--- config.mk ---
export PLATFORM = sky130hd
export DESIGN_NAME = gamepad_nibble_mux_responder_top
export DESIGN_NICKNAME = d
export VERILOG_FILES = /design/src/design/gnmr_pkg.sv /design/src/design/gnmr_core.sv /design/src/design/gamepad_nibble_mux_responder_top.sv
export SDC_FILE = /design/constraint.sdc
export NUM_CORES = 1
export LEC_CHECK = 0
export ABC_AREA = 1
export BUFFER_PORTS_ARGS = -buffer_cell sky130_fd_sc_hd__buf_2
export CAP_MARGIN = 20
export CORE_ASPECT_RATIO = 2
export CORE_UTILIZATION = 45
export CTS_CLUSTER_SIZE = 14
export DETAILED_ROUTE_END_ITERATION = 10
export PLACE_DENSITY = 0.68
export SKIP_LAST_GASP = 1
export SLEW_MARGIN = 25
export SYNTH_ARGS = -nofsm -noshare
export SYNTH_HDL_FRONTEND = slang
export SYNTH_SLANG_ARGS = --single-unit
--- constraint.sdc ---
create_clock -name clk -period 2.45 [get_ports clk]
set_clock_uncertainty 0.2 [all_clocks]
set_input_delay 0.245 -clock clk [delete_from_list [all_inputs] [get_ports clk]]
set_output_delay 0.245 -clock clk [all_outputs]
set_load 0.02 [all_outputs]
--- src/design/gnmr_pkg.sv ---
// Package with the sample type and scan phase codes of the gamepad nibble responder.
`timescale 1ns / 1ps

package gnmr_pkg;

	// One registered sample of the console lines and the stick levels.
	typedef struct packed {
		logic       enable_n;
		logic       bank_select;
		logic [3:0] directions;
		logic [3:0] face_buttons;
		logic [3:0] extra_buttons;
	} sample_t;

	typedef logic [2:0] phase_t;

	// Scan phase codes; the two unused codes behave as idle.
	localparam phase_t PH_IDLE       = 3'd0;
	localparam phase_t PH_WAIT_DROP1 = 3'd1;
	localparam phase_t PH_ACTIVE1    = 3'd2;
	localparam phase_t PH_WAIT_EN2   = 3'd3;
	localparam phase_t PH_WAIT_DROP2 = 3'd4;
	localparam phase_t PH_ACTIVE_END = 3'd5;

	localparam logic [3:0] NIBBLE_ALL_HIGH = 4'hF;
	localparam logic [3:0] NIBBLE_ZERO     = 4'h0;

endpackage

--- src/design/gnmr_core.sv ---
// Scan state machine: phase, captured nibble and turbo phase, with the next output nibble.
`timescale 1ns / 1ps

module gnmr_core import gnmr_pkg::*; (
	input  logic       clk,
	input  logic       arst_n,
	input  logic       step,
	input  sample_t    sample,
	input  logic       six_button_mode,
	input  logic [3:0] latch_cur,
	output logic [3:0] latch_next
);

	phase_t     phase_q;
	phase_t     phase_d;
	logic [3:0] pending_q;
	logic [3:0] pending_d;
	logic [1:0] turbo_q;
	logic [1:0] turbo_d;
	logic       gate_open;
	logic [3:0] gated;

	// Face buttons 3 and 2 pass when the turbo gate is open, in six-button mode,
	// or when extra button 1 or 2, respectively, is held.
	always_comb begin
		gate_open = ~turbo_q[1];
		gated[1:0] = sample.face_buttons[1:0];
		gated[3] = sample.face_buttons[3] &
			(six_button_mode | sample.extra_buttons[1] | gate_open);
		gated[2] = sample.face_buttons[2] &
			(six_button_mode | sample.extra_buttons[2] | gate_open);
	end

	// One transition per sample.
	always_comb begin
		phase_d    = phase_q;
		pending_d  = pending_q;
		turbo_d    = turbo_q;
		latch_next = latch_cur;
		case (phase_q)
			PH_WAIT_DROP1: begin
				if (!sample.bank_select) begin
					latch_next = pending_q;
					if (six_button_mode) begin
						phase_d = PH_ACTIVE1;
					end else begin
						turbo_d = turbo_q + 2'd1;
						phase_d = PH_ACTIVE_END;
					end
				end
			end
			PH_ACTIVE1: begin
				if (sample.enable_n) begin
					latch_next = NIBBLE_ZERO;
					phase_d    = PH_WAIT_EN2;
				end else if (sample.bank_select) begin
					latch_next = NIBBLE_ALL_HIGH;
				end
			end
			PH_WAIT_EN2: begin
				if (!sample.enable_n) begin
					pending_d = sample.extra_buttons;
					phase_d   = PH_WAIT_DROP2;
				end
			end
			PH_WAIT_DROP2: begin
				if (!sample.bank_select) begin
					latch_next = pending_q;
					phase_d    = PH_ACTIVE_END;
				end
			end
			PH_ACTIVE_END: begin
				if (sample.enable_n) begin
					latch_next = NIBBLE_ZERO;
					phase_d    = PH_IDLE;
				end else if (sample.bank_select) begin
					latch_next = NIBBLE_ALL_HIGH;
				end
			end
			default: begin
				latch_next = NIBBLE_ZERO;
				phase_d    = PH_IDLE;
				if (!sample.enable_n) begin
					latch_next = sample.directions;
					pending_d  = gated;
					phase_d    = PH_WAIT_DROP1;
				end
			end
		endcase
	end

	// Control state.
	always_ff @(posedge clk or negedge arst_n) begin
		if (!arst_n) begin
			phase_q <= PH_IDLE;
			turbo_q <= 2'd0;
		end else if (step) begin
			phase_q <= phase_d;
			turbo_q <= turbo_d;
		end
	end

	// Captured nibble; always written when enable falls before it is read.
	always_ff @(posedge clk) begin
		if (step) begin
			pending_q <= pending_d;
		end
	end

endmodule

--- src/design/gamepad_nibble_mux_responder_top.sv ---
// Top level of the gamepad nibble responder: input register, scan logic and result register.
`timescale 1ns / 1ps

// Each accepted sample of the console lines gives exactly one data nibble. A sample
// is held in the input register and leaves through the result register, where its
// nibble stays offered until it is taken. One sample per clock is sustained while
// the output is not stalled; the scan state is updated between the two registers.
// The input stalls only when both registers hold a beat and the output is stalled.
// The mode register may be written at any idle time and is always ready; writing it
// does not disturb the scan state.
module gamepad_nibble_mux_responder_top import gnmr_pkg::*; (
	input  logic       clk,
	input  logic       arst_n,
	input  logic       in_valid,
	output logic       in_stall,
	input  logic       enable_n,
	input  logic       bank_select,
	input  logic [3:0] directions,
	input  logic [3:0] face_buttons,
	input  logic [3:0] extra_buttons,
	output logic       out_valid,
	input  logic       out_stall,
	output logic [3:0] data_nibble,
	input  logic       cfg_valid,
	output logic       cfg_ready,
	input  logic       six_button_mode
);

	logic       mode_q;
	logic       valid_s1;
	sample_t    sample_s1;
	logic       out_valid_q;
	logic [3:0] latch_q;
	logic [3:0] latch_next;
	logic       advance;
	logic       step;
	logic       in_take;

	// Pipeline control: the input stage moves on when the result register is free or its beat is being taken.
	assign advance  = !out_valid_q || !out_stall;
	assign step     = valid_s1 && advance;
	assign in_stall = valid_s1 && !advance;
	assign in_take  = in_valid && !in_stall;

	assign cfg_ready   = 1'b1;
	assign out_valid   = out_valid_q;
	assign data_nibble = latch_q;

	// Mode register.
	always_ff @(posedge clk or negedge arst_n) begin
		if (!arst_n) begin
			mode_q <= 1'b0;
		end else if (cfg_valid && cfg_ready) begin
			mode_q <= six_button_mode;
		end
	end

	// Input register valid and result register valid.
	always_ff @(posedge clk or negedge arst_n) begin
		if (!arst_n) begin
			valid_s1    <= 1'b0;
			out_valid_q <= 1'b0;
		end else begin
			if (in_take) begin
				valid_s1 <= 1'b1;
			end else if (step) begin
				valid_s1 <= 1'b0;
			end
			if (step) begin
				out_valid_q <= 1'b1;
			end else if (!out_stall) begin
				out_valid_q <= 1'b0;
			end
		end
	end

	// Input sample payload.
	always_ff @(posedge clk) begin
		if (in_take) begin
			sample_s1.enable_n      <= enable_n;
			sample_s1.bank_select   <= bank_select;
			sample_s1.directions    <= directions;
			sample_s1.face_buttons  <= face_buttons;
			sample_s1.extra_buttons <= extra_buttons;
		end
	end

	// The result register is also the driven output latch of the scan.
	always_ff @(posedge clk or negedge arst_n) begin
		if (!arst_n) begin
			latch_q <= NIBBLE_ZERO;
		end else if (step) begin
			latch_q <= latch_next;
		end
	end

	gnmr_core u_core (
		.clk             (clk),
		.arst_n          (arst_n),
		.step            (step),
		.sample          (sample_s1),
		.six_button_mode (mode_q),
		.latch_cur       (latch_q),
		.latch_next      (latch_next)
	);

endmodule

### Word level (Yosys, flattened, before mapping)

Index checks and enable logic that the tools add are counted.

| storage, ports and cells | value |
|---|---|
| bits in registers | 30 |
| RAM bits | 0 |
| logic and storage cells | 74 |
| memories kept | 0 |
| output and inout bits | 7 |
| bits of input ports | 20 |
| memory bits (read-only) | 0 |
| latch bits | 0 |

| cells by class | value |
|---|---|
| $mul | 0 |
| magnitude comparators | 0 |
| divide/modulo/power cells | 0 |
| reductions and logical operators | 16 |
| eq/ne operators | 13 |
| bitwise gates (word level) | 12 |
| shift-type cells | 0 |
| add/sub/neg operators | 1 |
| mux-type cells | 20 |

Operator list:

| kind | count |
|---|---|
| two-way mux 4 bit | 6 |
| two-way mux 3 bit | 6 |
| one-hot mux 3 bit (5 select lines) | 1 |
| inequality test 2 bit (second input constant) | 6 |
| one-hot mux 4 bit (3 select lines) | 1 |
| one-hot mux 4 bit (2 select lines) | 1 |
| AND reduction 4 bit | 2 |
| == test 3 x 2 -> 1 bit (second input constant) | 2 |
| == test 3 bit (second input constant) | 2 |
| inverter 1 bit | 6 |
| AND reduction 6 bit | 1 |
| two-way mux 1 bit | 5 |
| zero test 1 bit | 4 |
| bitwise OR 1 bit | 4 |
| OR reduction 2 bit | 2 |
| OR reduction 4 bit | 1 |
| == test 3 x 1 -> 1 bit (second input constant) | 1 |
| logical AND 1 bit | 3 |
| inequality test 3 x 1 -> 1 bit (second input constant) | 1 |
| AND reduction 3 bit | 1 |
| adder 2 x 1 -> 2 bit (second input constant) | 1 |
| bitwise AND 1 bit | 2 |
| inequality test 2 x 1 -> 1 bit (second input constant) | 1 |
| nonzero test 2 bit | 1 |
| logical OR 1 bit | 1 |

### Logic depth before layout (Yosys ltp)

| depth | value |
|---|---|
| depth after elaboration | 7 |
| gate-level depth with buffers | 9 |
| depth with buffers taken out | 9 |

### By module

A second synthesis with hierarchy kept.

| second synthesis, totals | value |
|---|---|
| cell total of the unflattened synthesis | 163 |
| area total of the unflattened synthesis | 1473.9 um^2 |

By module, submodules not included:

| module | cells each | sequential area each (um^2) | times used | area an instance (um^2) |
|---|---|---|---|---|
| gnmr_core | 116 | 245.2 | 1 | 769.5 |
| gamepad_nibble_mux_responder_top | 47 | 595.6 | 1 | 704.4 |

### Worst setup path before layout

OpenSTA, ideal clock, no wires.

| timing | value |
|---|---|
| path kind | reg2reg |
| start | reg u_core.phase_q[1] |
| end | reg u_core.pending_q[0] (enable) |
| period minus slack after synthesis | 1.777 ns |
| buffers on the path | 0 |
| data arrival time | 1.201 ns |
| required time | 1.873 ns |
| stages on the path, launching flop included | 4 |
| path slack | 0.673 ns |
| setup time | 0.377 ns |
| cells stage by stage | dfrtp_1 inv_2 ha_1 nor4_1 |

| on the way | value |
|---|---|
| cells in the longest elaborated chain, start to end | 4 |
| elaborated cells on any way between the ends | 7 |
| those cells by class | eq/ne: 4; bitwise: 1; reduce/logical: 2 |

Ends and longest elaborated chain:

| element | RTL line | text |
|---|---|---|
| start: declaration | gnmr_core.sv:14 | `phase_t phase_q;` |
| start signal: assignment | gnmr_core.sv:98 | `phase_q <= phase_d;` |
| == test 3 x 1 -> 1 bit (tied with other cells) | gnmr_core.sv:40 | `case (phase_q)` |
| OR reduction 4 bit (no source line) (*) | n/a |  |
| inverter 1 bit (no source line) (*) | n/a |  |
| AND reduction 3 bit (no source line) (*) | n/a |  |
| end signal: assignment | gnmr_core.sv:106 | `pending_q <= pending_d;` |
| end: declaration | gnmr_core.sv:16 | `logic [3:0] pending_q;` |

Mark *: on every way between the ends. The rest lies on a longest branch, timed or not.
A chain may end at the register's enable or synchronous reset.

### Worst setup path in the final report

Ends and elaborated chain as after synthesis.

==> impl_metrics.env <==
export IMPL_status="finished with violations"
export IMPL_violations="negative hold slack"
export IMPL_period_share_pct=67.4
export IMPL_cts_made_buffers=5
export IMPL_cpMaxStageDelayCell="dfrtp_1"
export IMPL_synth_area_um2=1400
export IMPL_leakagePower_nw=0.929
export IMPL_cts_tree="built"
export IMPL_drt_iter0_drc=33
export IMPL_grt_ovfl_total=0
export IMPL_clock_latency_ns=0.29
export IMPL_maxCapViolCount=0
export IMPL_synth_top_family_by_area="simple AND/OR/NAND/NOR gates"
export IMPL_synth_seq_area_share_pct=60.1
export IMPL_cp_slowest_stage_delay_ns=0.45
export IMPL_ys_flop_type="edfxtp_1"
export IMPL_initial_core_util_pct=47.5
export IMPL_synth_area_per_cell_um2=8.97
export IMPL_vdd_ir_drop_max_v=0.000685
export IMPL_r2r_cells=4
export IMPL_synthSimpleGateAreaFrac_pct=27.6
export IMPL_max_freq_ghz=0.605
export IMPL_grt_pass1_vias=1145
export IMPL_hold_ws_ns=-0.0123
export IMPL_synthAdderAreaFrac_pct=0.894
export IMPL_syn_num_nets=177
export IMPL_antenna_left=0
export IMPL_synth_edf_count=18
export IMPL_synth_top_area_cell="edfxtp_1"
export IMPL_synth_top_area_share_pct=38.6
export IMPL_synth_xor_area_share_pct=1.25
export IMPL_drt_drc_violations_left=0
export IMPL_avgRoutedWirePerCell_um=12.3
export IMPL_path_cells="inv_2 > ha_1 > nor4_1 > buf_4"
export IMPL_ys_seq_elements=30
export IMPL_hold_path_class="input port to flop"
export IMPL_dr_total_vias=1157
export IMPL_clockBufferDepth=2
export IMPL_drv_slew=0
export IMPL_grt_total_usage_pct=20.2
export IMPL_critPathKind="flop to flop"
export IMPL_layout_drive_gt1_share_pct=22.4
export IMPL_cts_resized=0
export IMPL_die_area_um2=3350
export IMPL_clock_sinks=30
export IMPL_rows=28
export IMPL_muxShareOfSynthArea_pct=0
export IMPL_port_buffers=25
export IMPL_yosys_cell_count_top_type="nand2_1"
export IMPL_grt_pass1_wl_um=4840
export IMPL_hold_depth=2
export IMPL_period_needed_ns=1.65
export IMPL_power_density_nw_per_um2=1020
export IMPL_die_x_um=41.4
export IMPL_yosysWarnings=0
export IMPL_cts_root_buf="clkbuf_8"
export IMPL_required_ns=2.26
export IMPL_dr_pass1_iters=4
export IMPL_core_area_um2=2940
export IMPL_cts_setup_buffers=0
export IMPL_synthTopCellsByArea="edfxtp_1 (39%), dfrtp_1 (21%), nand2_1 (17%)"
export IMPL_antenna_found_initial=0
export IMPL_htreeDepth=2
export IMPL_num_fill_cells=260
export IMPL_gp_congestion=0.771
export IMPL_final_nets=225
export IMPL_finalHoldViolations=1
export IMPL_via_per_inst=4.92
export IMPL_power_total_mw=1.85
export IMPL_dp_hpwl_um=1970
export IMPL_die_h_um=80.9
export IMPL_cp_max_fo=5
export IMPL_io_pins=27
export IMPL_rsz0062_at_grt="no"
export IMPL_tns_ns=0
export IMPL_synthDistinctLibCells=20
export IMPL_syn_instance_count=156
export IMPL_setup_violations_final=0
export IMPL_num_antenna_cells=0
export IMPL_synth_commonest_cells="nand2_1 (63), inv_1 (22), edfxtp_1 (18)"
export IMPL_clkTransAtPathRegs_ns=0.07
export IMPL_startpoint_type="flop"
export IMPL_synth_compound_area_share_pct=2.86
export IMPL_ys_async_sr_fraction_pct=40.0
export IMPL_grt_max_degree=15
export IMPL_worstPathArrival_ns=1.46
export IMPL_crit_path_end_kind="flop"
export IMPL_wirelength_um=2880
export IMPL_syn_to_final_growth_pct=29.9
## kinds of logic after synthesis
family,after synthesis
and+or+nand+nor,89
DFF,30
adders and majority gates,1
other,1
xor gates and xnor gates,2
AOI/OAI and AO/OA,8
buffers and inverters,25
## layer usage
layer	global-route usage, %	up-vias	share of wire [%]
li1	-	576	-
met1	15.9	544	32
met2	40.0	30	61
met3	5.78	7	3.9
met4	13.5	0	3.4
met5	0	-	0
## final timing paths
path	slack, ns	startpoint	endpoint
worst max-delay path	0.80	u_core.phase_q[1]	u_core.pending_q[0]
min in group asynchronous	0.16	arst_n	data_nibble[2]
worst max register to register	0.80	u_core.phase_q[1]	u_core.pending_q[0]
worst min-delay path	-0.01	cfg_valid	mode_q
max in group asynchronous	1.65	arst_n	out_valid
worst min register to register	0.28	data_nibble[2]	data_nibble[2]
## report_power, final
part           switching (mW)  internal, mW  leakage [nW]
clock network           0.193         0.225        0.0472
registers              0.0803         0.649         0.322
logic                   0.452         0.248         0.560
total                   0.725          1.12         0.929
## sequential cells by signal, indices dropped and copies added, names as in the netlist
name	flops
sample_s1	14
data_nibble	4
u_core.pending_q	4
u_core.phase_q	3
u_core.turbo_q	2
mode_q	1
out_valid	1
valid_s1	1
## through the flow
stage	setup WS (ns)	instance area (um2)	util (%)	std cells	hold WS (ns)
global placement	0.826	1560	53.1	211	-0.0630
global route	0.695	1820	61.7	235	0.000131
floorplan	0.673	1400	-	156	-0.251
CTS	0.788	1820	61.7	235	0.00377
finish	0.798	1820	61.7	235	-0.0123
detailed placement	0.819	1560	53.1	211	-0.0559
## critical path, delay by kind of cell (launching register included)
| family | cells | cell delay (ns) |
|---|---|---|
| adder cells (fa/ha/maj) | 1 | 0.20 |
| buffers and inverters | 2 | 0.26 |
| flip-flops | 1 | 0.45 |
| AND/OR/NAND/NOR | 1 | 0.26 |
## final cells by class
class	instances	area, um2	area share (%)
multi-input cells	101	460	25.3
well taps	30	37.5	2.07
inverters	24	90.1	4.96
flip-flops and latches	30	841	46.3
clock inverters	2	12.5	0.689
repair buffers	42	293	16.1
clock buffers	6	82.6	4.55
## placed cells by master, fill, tap and decap left out
cell type,netlist,final
a21oi_1,3,3
buf_2,0,25
buf_4,1,1
clkbuf_8,0,6
clkinv_2,0,1
clkinvlp_4,0,1
conb_1,1,1
dfrtp_1,12,12
dlygate4sd3_1,0,16
edfxtp_1,18,18
ha_1,1,1
inv_1,22,22
inv_2,2,2
nand2_1,63,63
nand2_2,4,4
nand3_1,5,5
nand3_2,3,3
nand4_1,1,1
nor2_1,9,9
nor2_2,2,2
nor2_4,1,1
nor4_1,1,1
o21ai_0,4,4
o21ai_1,1,1
xnor2_1,2,2
## what timing repair did
item	4_1_cts	5_1_grt
hold buffers	16	0
setup endpoints to repair	0	0
endpoints found under the hold margin	27	0
No activity file was read; power rests on OpenSTA's default activity.
